### src/design/tcpq_pkg.sv
// Shared types, constants and ring helpers for the two-class priority queue.
`timescale 1ns / 1ps
`default_nettype none

package tcpq_pkg;

    localparam int QUEUE_DEPTH = 16;
    localparam int IDX_W       = $clog2(QUEUE_DEPTH);
    localparam int CNT_W       = $clog2(QUEUE_DEPTH + 1);
    localparam int VAL_W       = 24;

    typedef logic [IDX_W-1:0]        idx_t;
    typedef logic [CNT_W-1:0]        cnt_t;
    typedef logic signed [VAL_W-1:0] val_t;

    localparam val_t             THRESH_RESET = val_t'(15360);
    localparam cnt_t             DEPTH_CNT    = cnt_t'(QUEUE_DEPTH);
    localparam idx_t             LAST_IDX     = idx_t'(QUEUE_DEPTH - 1);
    localparam logic [IDX_W:0]   DEPTH_WIDE   = (IDX_W + 1)'(QUEUE_DEPTH);

    typedef enum logic [1:0] {
        OP_INSERT = 2'd0,
        OP_REMOVE = 2'd1,
        OP_SEARCH = 2'd2,
        OP_NOP    = 2'd3
    } opcode_t;

    typedef enum logic [1:0] {
        ST_IDLE,
        ST_READ,
        ST_SEARCH,
        ST_DONE
    } state_t;

    // Both operands are below the depth, so one subtract brings the sum back into the ring.
    function automatic idx_t ring_add(idx_t base, idx_t off);
        logic [IDX_W:0] sum;
        sum = {1'b0, base} + {1'b0, off};
        if (sum >= DEPTH_WIDE)
        begin
            sum = sum - DEPTH_WIDE;
        end
        return sum[IDX_W-1:0];
    endfunction

    function automatic idx_t ring_dec(idx_t base);
        idx_t res;
        if (base == '0)
        begin
            res = LAST_IDX;
        end
        else
        begin
            res = base - idx_t'(1);
        end
        return res;
    endfunction

endpackage

`default_nettype wire

### src/design/tcpq_if.sv
// Request and response channel interfaces of the two-class priority queue.
`timescale 1ns / 1ps
`default_nettype none

interface tcpq_req_if;
    logic                     valid;
    logic                     ready;
    logic [1:0]               opcode;
    logic signed [23:0]       data_value;

    modport source (output valid, output opcode, output data_value, input ready);
    modport sink   (input valid, input opcode, input data_value, output ready);
endinterface

interface tcpq_rsp_if;
    logic                     valid;
    logic                     ready;
    logic                     ok;
    logic signed [23:0]       removed_value;
    logic [4:0]               entry_count;

    modport source (output valid, output ok, output removed_value, output entry_count,
                    input ready);
    modport sink   (input valid, input ok, input removed_value, input entry_count,
                    output ready);
endinterface

`default_nettype wire

### src/design/tcpq_ram.sv
// Generic single-write, single-read memory with registered read data.
`timescale 1ns / 1ps
`default_nettype none

module tcpq_ram #(
    parameter int WIDTH = 24,
    parameter int DEPTH = 16
) (
    input  wire logic                       clk,
    input  wire logic                       we,
    input  wire logic [$clog2(DEPTH)-1:0]   waddr,
    input  wire logic [WIDTH-1:0]           wdata,
    input  wire logic                       re,
    input  wire logic [$clog2(DEPTH)-1:0]   raddr,
    output logic      [WIDTH-1:0]           rdata
);

    logic [WIDTH-1:0] mem_reg [DEPTH];
    logic [WIDTH-1:0] rdata_reg;

    always_ff @(posedge clk)
    begin
        if (we)
        begin
            mem_reg[waddr] <= wdata;
        end
        if (re)
        begin
            rdata_reg <= mem_reg[raddr];
        end
    end

    assign rdata = rdata_reg;

endmodule

`default_nettype wire

### src/design/two_class_priority_queue.sv
// Two-class priority queue: ring of Q15.8 entries in a memory, head and count in registers.
// Insert and failed ops go from ST_IDLE to ST_DONE, remove passes through ST_READ, and search
// stays in ST_SEARCH while the walk reads one ring entry per cycle until a match or the window end.
// One request is in flight at a time; the next is taken after the result enters the output
// register. Asynchronous active-low reset empties the queue, sets the head to zero and the
// threshold to 60.0; the entry memory is not cleared.
`timescale 1ns / 1ps
`default_nettype none

module two_class_priority_queue (
    input  wire logic                  clk,
    input  wire logic                  rst_n,
    input  wire logic                  cfg_we,
    input  wire logic signed [23:0]    cfg_wdata,
    tcpq_req_if.sink                   req,
    tcpq_rsp_if.source                 rsp
);

    tcpq_pkg::state_t  state_reg;
    tcpq_pkg::state_t  state_next;
    tcpq_pkg::idx_t    head_reg;
    tcpq_pkg::idx_t    head_next;
    tcpq_pkg::cnt_t    count_reg;
    tcpq_pkg::cnt_t    count_next;
    tcpq_pkg::val_t    thr_reg;
    tcpq_pkg::val_t    key_reg;
    tcpq_pkg::cnt_t    walk_reg;
    logic              pend_ok_reg;
    tcpq_pkg::val_t    pend_removed_reg;
    logic              rsp_valid_reg;
    logic              rsp_ok_reg;
    tcpq_pkg::val_t    rsp_removed_reg;
    tcpq_pkg::cnt_t    rsp_count_reg;

    tcpq_pkg::opcode_t op;
    logic              req_fire;
    logic              rsp_free;
    logic              is_empty;
    logic              is_full;
    logic              match;
    logic              search_done;

    logic              ram_we;
    tcpq_pkg::idx_t    ram_waddr;
    logic              ram_re;
    tcpq_pkg::idx_t    ram_raddr;
    logic [tcpq_pkg::VAL_W-1:0] ram_rdata;
    logic              req_ready;

    assign op          = tcpq_pkg::opcode_t'(req.opcode);
    assign req_fire    = req.valid && req_ready;
    assign rsp_free    = !rsp_valid_reg || rsp.ready;
    assign is_empty    = (count_reg == '0);
    assign is_full     = (count_reg == tcpq_pkg::DEPTH_CNT);
    assign match       = (tcpq_pkg::val_t'(ram_rdata) == key_reg);
    assign search_done = match || (walk_reg == count_reg);

    tcpq_ram #(
        .WIDTH (tcpq_pkg::VAL_W),
        .DEPTH (tcpq_pkg::QUEUE_DEPTH)
    ) u_store (
        .clk   (clk),
        .we    (ram_we),
        .waddr (ram_waddr),
        .wdata (req.data_value),
        .re    (ram_re),
        .raddr (ram_raddr),
        .rdata (ram_rdata)
    );

    // Next state.
    always_comb
    begin
        state_next = state_reg;
        case (state_reg)
            tcpq_pkg::ST_IDLE:
            begin
                if (req_fire)
                begin
                    if ((op == tcpq_pkg::OP_REMOVE) && !is_empty)
                    begin
                        state_next = tcpq_pkg::ST_READ;
                    end
                    else if ((op == tcpq_pkg::OP_SEARCH) && !is_empty)
                    begin
                        state_next = tcpq_pkg::ST_SEARCH;
                    end
                    else
                    begin
                        state_next = tcpq_pkg::ST_DONE;
                    end
                end
            end
            tcpq_pkg::ST_READ:
            begin
                state_next = tcpq_pkg::ST_DONE;
            end
            tcpq_pkg::ST_SEARCH:
            begin
                if (search_done)
                begin
                    state_next = tcpq_pkg::ST_DONE;
                end
            end
            tcpq_pkg::ST_DONE:
            begin
                if (rsp_free)
                begin
                    state_next = tcpq_pkg::ST_IDLE;
                end
            end
            default:
            begin
                state_next = tcpq_pkg::ST_IDLE;
            end
        endcase
    end

    // Memory accesses and request ready.
    always_comb
    begin
        req_ready = (state_reg == tcpq_pkg::ST_IDLE);
        ram_we    = 1'b0;
        ram_waddr = head_reg;
        ram_re    = 1'b0;
        ram_raddr = head_reg;
        case (state_reg)
            tcpq_pkg::ST_IDLE:
            begin
                if (req_fire)
                begin
                    case (op)
                        tcpq_pkg::OP_INSERT:
                        begin
                            ram_we = !is_full;
                            if (is_empty)
                            begin
                                ram_waddr = head_reg;
                            end
                            else if (req.data_value > thr_reg)
                            begin
                                ram_waddr = tcpq_pkg::ring_dec(head_reg);
                            end
                            else
                            begin
                                ram_waddr = tcpq_pkg::ring_add(head_reg,
                                                count_reg[tcpq_pkg::IDX_W-1:0]);
                            end
                        end
                        tcpq_pkg::OP_REMOVE, tcpq_pkg::OP_SEARCH:
                        begin
                            ram_re = !is_empty;
                        end
                        default:
                        begin
                            ram_re = 1'b0;
                        end
                    endcase
                end
            end
            tcpq_pkg::ST_SEARCH:
            begin
                ram_re    = !search_done;
                ram_raddr = tcpq_pkg::ring_add(head_reg, walk_reg[tcpq_pkg::IDX_W-1:0]);
            end
            default:
            begin
                ram_re = 1'b0;
            end
        endcase
    end

    assign req.ready = req_ready;

    // Head and occupancy follow the accepted request at once.
    always_comb
    begin
        head_next  = head_reg;
        count_next = count_reg;
        if (req_fire)
        begin
            if ((op == tcpq_pkg::OP_INSERT) && !is_full)
            begin
                count_next = count_reg + tcpq_pkg::cnt_t'(1);
                if (!is_empty && (req.data_value > thr_reg))
                begin
                    head_next = tcpq_pkg::ring_dec(head_reg);
                end
            end
            else if ((op == tcpq_pkg::OP_REMOVE) && !is_empty)
            begin
                count_next = count_reg - tcpq_pkg::cnt_t'(1);
                head_next  = tcpq_pkg::ring_add(head_reg, tcpq_pkg::idx_t'(1));
            end
        end
    end

    always_ff @(posedge clk or negedge rst_n)
    begin
        if (!rst_n)
        begin
            state_reg     <= tcpq_pkg::ST_IDLE;
            head_reg      <= '0;
            count_reg     <= '0;
            thr_reg       <= tcpq_pkg::THRESH_RESET;
            rsp_valid_reg <= 1'b0;
        end
        else
        begin
            state_reg <= state_next;
            head_reg  <= head_next;
            count_reg <= count_next;
            if (cfg_we)
            begin
                thr_reg <= cfg_wdata;
            end
            if ((state_reg == tcpq_pkg::ST_DONE) && rsp_free)
            begin
                rsp_valid_reg <= 1'b1;
            end
            else if (rsp.ready)
            begin
                rsp_valid_reg <= 1'b0;
            end
        end
    end

    // Payload registers: search key, walk position and the pending result.
    always_ff @(posedge clk)
    begin
        if (req_fire)
        begin
            key_reg          <= req.data_value;
            walk_reg         <= tcpq_pkg::cnt_t'(1);
            pend_removed_reg <= '0;
            pend_ok_reg      <= (op == tcpq_pkg::OP_INSERT) && !is_full;
        end
        if (state_reg == tcpq_pkg::ST_READ)
        begin
            pend_ok_reg      <= 1'b1;
            pend_removed_reg <= tcpq_pkg::val_t'(ram_rdata);
        end
        if (state_reg == tcpq_pkg::ST_SEARCH)
        begin
            if (match)
            begin
                pend_ok_reg <= 1'b1;
            end
            if (!search_done)
            begin
                walk_reg <= walk_reg + tcpq_pkg::cnt_t'(1);
            end
        end
        if ((state_reg == tcpq_pkg::ST_DONE) && rsp_free)
        begin
            rsp_ok_reg      <= pend_ok_reg;
            rsp_removed_reg <= pend_removed_reg;
            rsp_count_reg   <= count_reg;
        end
    end

    assign rsp.valid         = rsp_valid_reg;
    assign rsp.ok            = rsp_ok_reg;
    assign rsp.removed_value = rsp_removed_reg;
    assign rsp.entry_count   = rsp_count_reg;

`ifndef SYNTHESIS
    a_count_bound: assert property (@(posedge clk) disable iff (!rst_n)
        count_reg <= tcpq_pkg::DEPTH_CNT)
        else $error("occupancy exceeds queue depth");

    a_full_insert_holds: assert property (@(posedge clk) disable iff (!rst_n)
        (req_fire && (op == tcpq_pkg::OP_INSERT) && is_full)
            |=> ($stable(count_reg) && $stable(head_reg)))
        else $error("insert into a full queue changed the ring");

    a_walk_in_window: assert property (@(posedge clk) disable iff (!rst_n)
        (state_reg == tcpq_pkg::ST_SEARCH) |-> (!is_empty && (walk_reg <= count_reg)))
        else $error("search walk left the occupied window");

    a_no_write_while_busy: assert property (@(posedge clk) disable iff (!rst_n)
        (state_reg != tcpq_pkg::ST_IDLE) |-> !ram_we)
        else $error("memory written while a request is in progress");

    a_done_before_response: assert property (@(posedge clk) disable iff (!rst_n)
        $rose(rsp_valid_reg) |-> ($past(state_reg) == tcpq_pkg::ST_DONE))
        else $error("response raised outside the completion state");
`endif

endmodule

`default_nettype wire

### src/flat_wrapper.sv
// flat-port wrapper written by rule: the top's interface ports become plain ports
module two_class_priority_queue_flat 
  (clk, rst_n, cfg_we, cfg_wdata, req_valid, req_opcode, req_data_value, req_ready, rsp_valid, rsp_ok, rsp_removed_value, rsp_entry_count, rsp_ready);
  tcpq_req_if req_i ();
  tcpq_rsp_if rsp_i ();
  input  wire logic clk;
  input  wire logic rst_n;
  input  wire logic cfg_we;
  input  wire logic signed [23:0] cfg_wdata;
  input wire logic [$bits(req_i.valid)-1:0] req_valid;
  input wire logic [$bits(req_i.opcode)-1:0] req_opcode;
  input wire logic [$bits(req_i.data_value)-1:0] req_data_value;
  output wire logic [$bits(req_i.ready)-1:0] req_ready;
  output wire logic [$bits(rsp_i.valid)-1:0] rsp_valid;
  output wire logic [$bits(rsp_i.ok)-1:0] rsp_ok;
  output wire logic [$bits(rsp_i.removed_value)-1:0] rsp_removed_value;
  output wire logic [$bits(rsp_i.entry_count)-1:0] rsp_entry_count;
  input wire logic [$bits(rsp_i.ready)-1:0] rsp_ready;
  assign req_i.valid = req_valid;
  assign req_i.opcode = req_opcode;
  assign req_i.data_value = req_data_value;
  assign req_ready = req_i.ready;
  assign rsp_valid = rsp_i.valid;
  assign rsp_ok = rsp_i.ok;
  assign rsp_removed_value = rsp_i.removed_value;
  assign rsp_entry_count = rsp_i.entry_count;
  assign rsp_i.ready = rsp_ready;
  two_class_priority_queue u_core (.clk(clk), .rst_n(rst_n), .cfg_we(cfg_we), .cfg_wdata(cfg_wdata), .req(req_i), .rsp(rsp_i));
endmodule
### config.mk
export PLATFORM = sky130hd
export DESIGN_NAME = two_class_priority_queue_flat
export DESIGN_NICKNAME = d
export VERILOG_FILES = /design/src/design/tcpq_pkg.sv /design/src/design/tcpq_if.sv /design/src/design/tcpq_ram.sv /design/src/design/two_class_priority_queue.sv /design/src/flat_wrapper.sv
export SDC_FILE = /design/constraint.sdc
export NUM_CORES = 1
export LEC_CHECK = 0
export ABC_AREA = 0
export BUFFER_PORTS_ARGS = -buffer_cell sky130_fd_sc_hd__buf_2
export CAP_MARGIN = 20
export CELL_PAD_IN_SITES_DETAIL_PLACEMENT = 1
export CELL_PAD_IN_SITES_GLOBAL_PLACEMENT = 1
export CORE_UTILIZATION = 48
export DETAILED_ROUTE_END_ITERATION = 10
export PLACE_DENSITY_LB_ADDON = 0.1
export SETUP_SLACK_MARGIN = 0.02
export SYNTH_ARGS = -nofsm -noshare
export SYNTH_HDL_FRONTEND = slang
export SYNTH_SLANG_ARGS = --single-unit
### constraint.sdc
create_clock -name clk -period 4.84 [get_ports clk]
set_clock_uncertainty 0.15 [all_clocks]
set_input_delay 0.726 -clock clk [delete_from_list [all_inputs] [get_ports clk]]
set_output_delay 0.726 -clock clk [all_outputs]
set_load 0.01 [all_outputs]
==> results of run 1 <==
==> path summary, 6_finish.rpt <==
path	start	to	slack, ps	depth (start not counted)
min in group asynchronous	rst_n	u_core.state_reg[0]	470	2
hold reg to reg	u_core.pend_removed_reg[10]	u_core.rsp.removed_value[10]	270	0
hold / removal	cfg_wdata[10]	u_core.thr_reg[10]	190	3
setup reg to reg	u_core.count_reg[1]	u_core.u_store.mem_reg[3][14]	710	11
setup / recovery	u_core.count_reg[1]	u_core.u_store.mem_reg[3][14]	710	11
max in group asynchronous	rst_n	u_core.thr_reg[12]	3470	3
==> layout by cell type, fill, tap and decap left out, types with 6 or more instances in the layout <==
master and n:
edfxtp_1 486, clkbuf_1 8, dfrtp_1 32, clkinv_1 17, nor2_2 9, and2_1 48
xor2_1 13, ha_1 44, a31oi_1 25, nand2_1 98, buf_2 86, clkinv_2 12
xnor2_1 26, inv_1 40, nand3_1 14, mux4_2 96, nor3_1 6, a211oi_1 27
dfxtp_1 6, o21ai_0 39, a21oi_1 21, buf_4 40, nand4_1 9, clkbuf_16 55
buf_12 13, nor2_1 18
==> repair_timing <==
action,CTS,global route
endpoints found under the hold margin,0,12
buffers inserted,0,0
setup endpoints to repair,0,0
hold buffers,0,1
==> layout make-up <==
class                      count  share of cell area [%]
multi-input combinational    569                    22.2
timing repair buffer         141                    4.07
sequential                   528                    63.2
inverter                      42                   0.638
clock inverter                36                    1.21
clock buffer                  63                    5.69
tap                          585                    2.96
==> kinds of logic (layout without fill, tap and decap cells) <==
family / Yosys count / count (layout) / share of synthesized area, %
adder cells (fa/ha/maj): 47 / 47 / 2.86
AND/OR/NAND/NOR: 236 / 236 / 5.57
AO/OA/AOI/OAI: 142 / 142 / 4.50
buffers and inverters: 91 / 282 / 1.75
XOR/XNOR: 40 / 40 / 1.64
flip-flops: 528 / 528 / 73.2
multiplexers: 104 / 104 / 10.5
==> through the flow <==
step / cells / hold slack [ps] / instance area (um^2) / power, uW / worst slack (ps)
final: 1964 / 194 / 24700 / 15700 / 714
after floorplan: 1188 / 250 / 21400 / 9790 / -104
after global routing: 1964 / 176 / 24700 / 16400 / 508
after detailed placement: 1862 / 255 / 23000 / 11800 / 269
after global placement: 1862 / 250 / 23000 / 11700 / 399
after CTS: 1961 / 161 / 24700 / 15900 / 775
==> metal layers <==
metal	part of all wire, %	vias to the layer above	track usage (%)
li1	-	4971	-
met2	48	370	38.8
met1	45	5944	34.3
met5	0	-	0
met3	5.9	53	3.69
met4	1.4	0	4.49
==> tightest hold or removal path: stages <==
cell and delay, ps:
buf_2 70, nand2_1 40, o21ai_0 60
==> power groups by stage <==
stage                     Sequential [uW]  Combinational (uW)  Clock (uW)
after global routing                 6130                6030        4280
after floorplan                      6100                3690           0
after global placement               6140                5540           0
final                                6070                5590        4030
after CTS                            6070                5660        4120
after detailed placement             6170                5630           0
==> results.sh, run 1 <==
export IMPL_ys_seq_elements=528
export IMPL_wl_mm=51.7
export IMPL_synth_warnings=0
export IMPL_cts_sinks=528
export IMPL_fin_util_pct=56.9
export IMPL_leakage_uw=0.00844
export IMPL_clk_latency_ps=590
export IMPL_drv_cap=0
export IMPL_min_period_over_period_pct=85.2
export IMPL_cts_tree="done"
export IMPL_die_x_um=213
export IMPL_cts_made_buffers=54
export IMPL_synth_ff_type="edfxtp_1"
export IMPL_gr_total_overflow=0
export IMPL_largest_register_ffs=384
export IMPL_antenna_diode_count=0
export IMPL_routedWlPerCell_um=26.3
export IMPL_cts_max_path_buffers=3
export IMPL_drt_iter0_drc=1133
export IMPL_die_area_mm2=0.0453
export IMPL_finalSetupViolations=0
export IMPL_fillers=3981
export IMPL_root_buffer="clkbuf_16"
export IMPL_p_sw_share_pct=33.5
export IMPL_dp_hpwl_mm=33.2
export IMPL_max_vdd_ir_drop_uv=446
export IMPL_nNetsFinal=1438
export IMPL_slowest_stage="nor4_4"
export IMPL_rows=76
export IMPL_arrival_ps=4250
export IMPL_ff_latch_area_mm2=0.0156
export IMPL_routed_via_count=11338
export IMPL_fin_setup_tns_ps=0
export IMPL_intPower_uw=10400
export IMPL_area_delta_synth_final_pct=15.8
export IMPL_ys_top_cells_by_count="486 x edfxtp_1, 98 x nand2_1, 96 x mux4_2"
export IMPL_status="finished, final reports clean"
export IMPL_ys_seq_area_share_pct=73.2
export IMPL_synth_top_area_cell="edfxtp_1"
export IMPL_cp_start_kind="flip-flop"
export IMPL_vias_per_cell=5.77
export IMPL_grt_pass1_vias=11764
export IMPL_clkTransAtPathRegs_ps=60
export IMPL_pwr_share_comb_pct=35.6
export IMPL_path_max_fanout=24
export IMPL_worst_setup_path_type="flip-flop to flip-flop"
export IMPL_track_usage_pct=23.8
export IMPL_critical_path_top_delay_family="simple AND/OR/NAND/NOR gates"
export IMPL_cp_required_ps=4970
export IMPL_finalHoldViolCount=0
export IMPL_antenna_found_initial=2
export IMPL_async_reset_ff_share_pct=6.82
export IMPL_synth_edf_count=486
export IMPL_coreArea_mm2=0.0435
export IMPL_endpoint_kind="flip-flop"
export IMPL_initial_utilization_pct=49.1
export IMPL_layout_drive_gt1_share_pct=25.9
export IMPL_place_congestion=0.839
export IMPL_grt_max_degree=57
export IMPL_path_buf_inv=2
export IMPL_slew_violations=0
export IMPL_min_path_type="input port to flip-flop"
export IMPL_h_tree_depth=2
export IMPL_synthTopCellsByArea="edfxtp_1 68%, mux4_2 10%, dfrtp_1 3.8%"
export IMPL_antenna_left=0
export IMPL_tightest_slew_ps=1060
export IMPL_synth_top_area_share_pct=68.4
export IMPL_drc=0
export IMPL_max_freq_mhz=242
export IMPL_synth_cell_types=66
export IMPL_power_density_mw_per_mm2=635
export IMPL_switching_power_uw=5250
export IMPL_syn_num_nets=1290
export IMPL_crit_chain="nor4_4 > nand2b_1 > nand3_1 > nor3_1 > a21oi_1 > nor3_1 > a221oi_4 > buf_4 > o21ai_0 > nor2_2 > buf_12"
export IMPL_p_seq_share_pct=38.7
export IMPL_grt_pass1_wl_mm=76.8
export IMPL_syn_inst=1188
export IMPL_die_h_um=213
export IMPL_multi_input_area_mm2=0.00549
export IMPL_rsz0062_at_grt="no"
export IMPL_ctsResizeCount=0
export IMPL_avgSynthCellArea_um2=18.0
export IMPL_yosysMostFrequentCell="edfxtp_1"
export IMPL_netlist_area_mm2=0.0213
export IMPL_max_stage_delay_ps=590
export IMPL_p_clk_share_pct=25.7
export IMPL_port_buffers=86
export IMPL_slew_headroom_pct=29.5
export IMPL_post_route_min_period_ps=4130
export IMPL_first_pass_iters=5
export IMPL_boundaryPins=87
export IMPL_crit_path_frequent_cell="nor3_1"
No activity file was read; power rests on OpenSTA's default activity.
==> run 2: changes to the inputs <==
Settings changed: CAP_MARGIN 20 to not set, GPL_TIMING_DRIVEN set to 0, PLACE_DENSITY set to 0.74, PLACE_DENSITY_LB_ADDON 0.1 to not set.
==> run 2 against run 1 <==
Clock power is 5% lower. Worst setup slack worse by 540 ps. Global-route usage is 0.31 points lower. Register-to-register slack worse by 540 ps. Count of clock-buffer cells in the layout is 6 lower. Flip-flop and latch count stayed put. Sequential share of layout area is 0.47 points higher. Utilization is 0.42 points lower. Non-clock buffer count is 15 higher. Combinational power is 1% lower. Critical endpoint is now u_core.u_store.mem_reg[6][18]. Largest cell class unchanged. Largest power group unchanged.
==> results.sh, run 2 (synthesis gave the netlist of run 1 again) <==
export IMPL_status="finished, final reports clean"
export IMPL_initial_utilization_pct=49.1
export IMPL_die_area_mm2=0.0453
export IMPL_final_common_cell="edfxtp_1"
export IMPL_leakage_uw=0.00835
export IMPL_startpoint="u_core.thr_reg[13]"
export IMPL_coreArea_mm2=0.0435
export IMPL_cp_required_ps=4980
export IMPL_cp_start_kind="flip-flop"
export IMPL_slowest_stage="nor3_4"
export IMPL_slew_headroom_pct=11.6
export IMPL_die_h_um=213
export IMPL_place_congestion=0.809
export IMPL_drc=0
export IMPL_track_usage_pct=23.5
export IMPL_cts_tree="done"
export IMPL_reg2reg_to="u_core.u_store.mem_reg[6][18]"
export IMPL_routed_via_count=11420
export IMPL_crit_chain="inv_1 > ha_1 > nand4_1 > nor4_2 > and4_4 > o31ai_2 > a221oi_2 > nor2_2 > a311oi_4 > nand2_1 > nor3_4 > buf_6 > buf_6"
export IMPL_nNetsFinal=1455
export IMPL_r2r_start="u_core.thr_reg[13]"
export IMPL_area_delta_synth_final_pct=14.9
export IMPL_clk_latency_ps=600
export IMPL_endpoint_kind="flip-flop"
export IMPL_path_max_fanout=10
export IMPL_power_density_mw_per_mm2=628
export IMPL_finalSetupViolations=0
export IMPL_rsz0062_at_grt="no"
export IMPL_grt_pass1_wl_mm=76.4
export IMPL_max_vdd_ir_drop_uv=285
export IMPL_tightest_slew_ps=1330
export IMPL_placed_area_mm2=0.0228
export IMPL_rows=76
export IMPL_cts_made_buffers=52
export IMPL_fillers=3960
export IMPL_worst_setup_path_type="flip-flop to flip-flop"
export IMPL_power_uw=15400
export IMPL_slew_violations=0
export IMPL_rrSetupSlack_ps=180
export IMPL_die_x_um=213
export IMPL_post_route_min_period_ps=4660
export IMPL_fin_util_pct=56.4
export IMPL_wl_mm=50.9
export IMPL_dp_hpwl_mm=32.8
export IMPL_antenna_left=0
export IMPL_grt_pass1_vias=11976
export IMPL_finalInstanceArea_mm2=0.0245
export IMPL_drv_cap=0
export IMPL_most_common_layout_cells="486 x edfxtp_1, 98 x nand2_1, 98 x buf_2"
export IMPL_antenna_diode_count=0
export IMPL_cts_sinks=528
export IMPL_hold_buffers=0
export IMPL_root_buffer="clkbuf_16"
export IMPL_boundaryPins=87
export IMPL_min_period_over_period_pct=96.3
export IMPL_antenna_found_initial=0
export IMPL_drt_iter0_drc=830
export IMPL_crit_path_frequent_cell="buf_6"
export IMPL_grt_max_degree=37
export IMPL_h_tree_depth=2
export IMPL_cts_max_path_buffers=3
export IMPL_multi_input_area_mm2=0.00553
export IMPL_routedWlPerCell_um=25.7
export IMPL_clkTransAtPathRegs_ps=60
export IMPL_gr_total_overflow=0
export IMPL_min_path_type="input port to asynchronous set/reset pin"
export IMPL_vias_per_cell=5.77
export IMPL_fin_setup_tns_ps=0
export IMPL_largest_register_ffs=384
export IMPL_first_pass_iters=5
export IMPL_reg2regPathDepth=13
export IMPL_ff_latch_area_mm2=0.0156
export IMPL_port_buffers=85
export IMPL_layout_drive_gt1_share_pct=24.4
export IMPL_max_freq_mhz=215
export IMPL_finalHoldViolCount=0
export IMPL_max_stage_delay_ps=560
export IMPL_arrival_ps=4800
## run 2: changes by cell type in the layout (fill, tap and decap cells not counted), sizes merged, moves of 2 or more
| cell | change |
|---|---|
| clkinvlp | -3 |
| buf | -14 |
| clkbuf | +24 |
| clkinv | +7 |
| nor2 | +4 |
| bufinv | -2 |
## run 2: how the worst max path moves through the flow
stage | to | slack (ps) | cells after the start
5_1_grt | u_core.u_store.mem_reg[6][17] | 40 | 13
6_report | u_core.u_store.mem_reg[6][18] | 180 | 13
4_1_cts | u_core.u_store.mem_reg[1][7] | 60 | 11
2_1_floorplan | u_core.u_store.mem_reg[5][0] | -100 | 10
3_5_place_dp | u_core.u_store.mem_reg[1][14] | -1100 | 10
3_3_place_gp | u_core.u_store.mem_reg[7][19] | -2850 | 9
## run 2: final cells by class
| type | instances | area share, % |
|---|---|---|
| timing repair buffer | 107 | 2.81 |
| clock buffer | 57 | 5.38 |
| buffer | 49 | 0.877 |
| tap | 585 | 2.98 |
| multi-input combinational | 573 | 22.5 |
| clock inverter | 38 | 1.09 |
| sequential | 528 | 63.7 |
| inverter | 42 | 0.663 |
## run 2: what timing repair did
item,in CTS,in global routing
setup buffers,11,0
pin swaps,8,0
gates resized for setup,6,1
endpoints found under the hold margin,0,0
setup endpoints to repair,348,10
gates cloned,4,0
## run 2: critical path, delay by kind of cell (launching register included)
family                     cells  cell delay [ps]
and+or+nand+nor                6             1950
AOI/OAI and AO/OA              3              960
DFF                            1              510
buffers and inverters          3              470
adders and majority gates      1              300
## run 2: power breakdown
part / internal [uW] / switching, uW / leakage [uW]
registers: 5760 / 291 / 0.00489
logic: 2240 / 3280 / 0.00267
clock network: 2120 / 1710 / 0.000792
## run 2: stage by stage
stage | std cells | hold slack (ps) | worst slack [ps]
floorplan | 1188 | 250 | -104
global placement | 1858 | 253 | -2850
detailed placement | 1869 | 256 | -1100
CTS | 1979 | 119 | 61.7
global route | 1979 | 165 | 36.6
finish | 1979 | 105 | 179
## run 2: layer usage
| layer | vias up | share of wire, % | GRT usage [%] | wire, um |
|---|---|---|---|---|
| met5 | - | 0 | 0 | 0 |
| met4 | 0 | 2.3 | 6.65 | 1170 |
| met3 | 78 | 7.2 | 4.90 | 3670 |
| met2 | 428 | 49 | 38.6 | 25100 |
| met1 | 5907 | 41 | 31.7 | 20900 |
| li1 | 5007 | - | - | - |
==> run 3: changes to the inputs <==
Settings changed: SYNTH_HIERARCHICAL set to 1.
==> run 3 against run 2 <==
Final area grew 1.3%. Worst setup slack got worse by 2.1 ps. Wire length increased by 4.5%. Synthesized cell count fell by 4.6%. Die area down 1.3%. Global-route usage up 0.74 points. Fmax is essentially flat. First-iteration DRC count is 36% higher. Flip-flop and latch count unchanged. Hold slack improved by 48 ps. Via count shrank 1.0%.
==> results.sh, run 3 <==
export IMPL_status="finished, final reports clean"
export IMPL_drv_cap=0
export IMPL_slowest_stage="o31ai_4"
export IMPL_min_path_type="input port to asynchronous set/reset pin"
export IMPL_largest_register_ffs=384
export IMPL_cp_required_ps=4910
export IMPL_vias_per_cell=5.80
export IMPL_antenna_diode_count=0
export IMPL_finalSetupViolations=0
export IMPL_max_stage_delay_ps=560
export IMPL_dp_hpwl_mm=32.9
export IMPL_placed_area_mm2=0.0225
export IMPL_die_area_mm2=0.0447
export IMPL_yosysMostFrequentCell="edfxtp_1"
export IMPL_syn_inst=1133
export IMPL_power_density_mw_per_mm2=608
export IMPL_drc=0
export IMPL_tightest_slew_ps=1300
export IMPL_layout_drive_gt1_share_pct=27.0
export IMPL_crit_chain="buf_2 > ha_1 > nor2b_4 > o211ai_2 > a21oi_1 > o31a_1 > o211ai_2 > nand2_2 > and3_1 > o31ai_4 > nand2b_2 > nor2_4"
export IMPL_coreArea_mm2=0.0432
export IMPL_final_common_cell="edfxtp_1"
export IMPL_wl_mm=53.1
export IMPL_rsz0062_at_grt="no"
export IMPL_port_buffers=85
export IMPL_finalHoldViolCount=0
export IMPL_startpoint="req_data_value[1]"
export IMPL_slew_violations=0
export IMPL_grt_max_degree=37
export IMPL_nNetsFinal=1424
export IMPL_clk_latency_ps=590
export IMPL_boundaryPins=87
export IMPL_worst_setup_path_type="input port to flip-flop"
export IMPL_fin_util_pct=57.5
export IMPL_synth_edf_count=486
export IMPL_initial_utilization_pct=48.8
export IMPL_die_h_um=211
export IMPL_routedWlPerCell_um=27.3
export IMPL_routed_via_count=11304
export IMPL_netlist_area_mm2=0.0211
export IMPL_synth_top_area_share_pct=69.3
export IMPL_endpoint_kind="flip-flop"
export IMPL_cts_max_path_buffers=3
export IMPL_ys_seq_area_share_pct=74.2
export IMPL_cts_sinks=528
export IMPL_place_congestion=0.806
export IMPL_first_pass_iters=5
export IMPL_grt_pass1_vias=11835
export IMPL_max_freq_mhz=214
export IMPL_area_delta_synth_final_pct=17.9
export IMPL_leakage_uw=0.00847
export IMPL_arrival_ps=4730
export IMPL_post_route_min_period_ps=4660
export IMPL_synth_warnings=6
export IMPL_ys_top_cells_by_count="486 x edfxtp_1, 96 x mux4_2, 79 x nand2_1"
export IMPL_antenna_found_initial=0
export IMPL_cts_tree="done"
export IMPL_synth_cell_types=56
export IMPL_ys_seq_elements=528
export IMPL_die_x_um=211
export IMPL_r2r_start="u_core/thr_reg[11]"
export IMPL_avgSynthCellArea_um2=18.6
export IMPL_slew_headroom_pct=13.4
export IMPL_h_tree_depth=2
export IMPL_cts_made_buffers=53
export IMPL_max_vdd_ir_drop_uv=315
export IMPL_syn_num_nets=1235
export IMPL_finalInstanceArea_mm2=0.0248
export IMPL_antenna_left=0
export IMPL_synth_top_area_cell="edfxtp_1"
export IMPL_dp_cells=1810
export IMPL_async_reset_ff_share_pct=6.82
export IMPL_synthTopCellsByArea="edfxtp_1 69%, mux4_2 10%, dfrtp_1 3.8%"
export IMPL_min_period_over_period_pct=96.3
export IMPL_grt_pass1_wl_mm=76.7
export IMPL_cp_start_kind="input port"
export IMPL_fin_setup_tns_ps=0
export IMPL_gr_total_overflow=0
export IMPL_synth_ff_type="edfxtp_1"
export IMPL_clkTransAtPathRegs_ps=60
export IMPL_fin_cells=1950
export IMPL_crit_path_frequent_cell="o211ai_2"
export IMPL_rows=76
export IMPL_path_max_fanout=18
export IMPL_track_usage_pct=24.2
export IMPL_most_common_layout_cells="486 x edfxtp_1, 98 x buf_2, 96 x mux4_2"
export IMPL_root_buffer="clkbuf_16"
export IMPL_drt_iter0_drc=1130
[run 3: logic make-up after synthesis]
logic type,share of synthesized area (%)
adder cells (fa/ha/maj),2.90
multiplexers,10.6
buffers and inverters,1.85
AO/OA/AOI/OAI,4.36
XOR/XNOR,1.71
flip-flops,74.2
AND/OR/NAND/NOR,4.40
[run 3: per-stage QoR]
| stage | setup slack (ps) | hold WS [ps] | total power (uW) |
|---|---|---|---|
| final | 177 | 154 | 15100 |
| after global routing | 58.9 | 179 | 15700 |
| after CTS | 47.4 | 151 | 15200 |
| after detailed placement | -1150 | 256 | 11000 |
| after global placement | -2000 | 255 | 10800 |
| after floorplan | 114 | 250 | 9370 |
[run 3: layout make-up]
| cell class | instances | area, um^2 |
|---|---|---|
| Clock inverter | 31 | 335 |
| Clock buffer | 67 | 1380 |
| Buffer | 49 | 245 |
| Inverter | 38 | 148 |
| Tap cell | 585 | 732 |
| Timing Repair Buffer | 124 | 1050 |
| Fill cell | 3883 | 18300 |
| Sequential cell | 528 | 15600 |
| Timing Repair inverter | 1 | 5.00 |
| Multi-Input combinational cell | 527 | 5330 |
[run 3: final timing paths]
kind                                                end  depth (start not counted)  slack (ps)
hold reg to reg            u_core/rsp.removed_value[21]                          0         270
min in group clk                     u_core/thr_reg[23]                          3         190
hold / removal                         u_core/rsp.valid                          1         150
max in group asynchronous             u_core/thr_reg[8]                          1        3740
setup / recovery           u_core/u_store/mem_reg[1][6]                         12         180
setup reg to reg           u_core/u_store/mem_reg[1][6]                         12         240
[run 3: routing by layer]
metal  wire, um  global-route usage (%)  vias to the layer above
met5          0                       0                        -
met4       1300                    8.17                        0
met3       3860                    5.82                       85
met2      27000                    40.8                      470
met1      21000                    30.8                     5872
li1           -                       -                     4877
[run 3: worst max-delay path, delay by kind of cell]
family	cells	cell delay (ps)
buf+inv	1	380
compound gates	5	1630
simple gates	5	1600
fa+ha+maj	1	350
[run 3: where the power goes]
part | leakage (uW) | switching, uW | internal (uW)
logic | 0.00275 | 2960 | 2080
registers | 0.00490 | 300 | 5730
clock network | 0.000824 | 1710 | 2340
total | 0.00847 | 4970 | 10100
[run 3: timing repair]
item                                    4_1_cts  5_1_grt
endpoints found under the setup margin      384      247
setup buffers                                16       16
cloned                                       10        0
endpoints found under the hold margin         0        0
pin swaps                                    15       11
resized for setup                            15        3
hold buffers                                  0        0
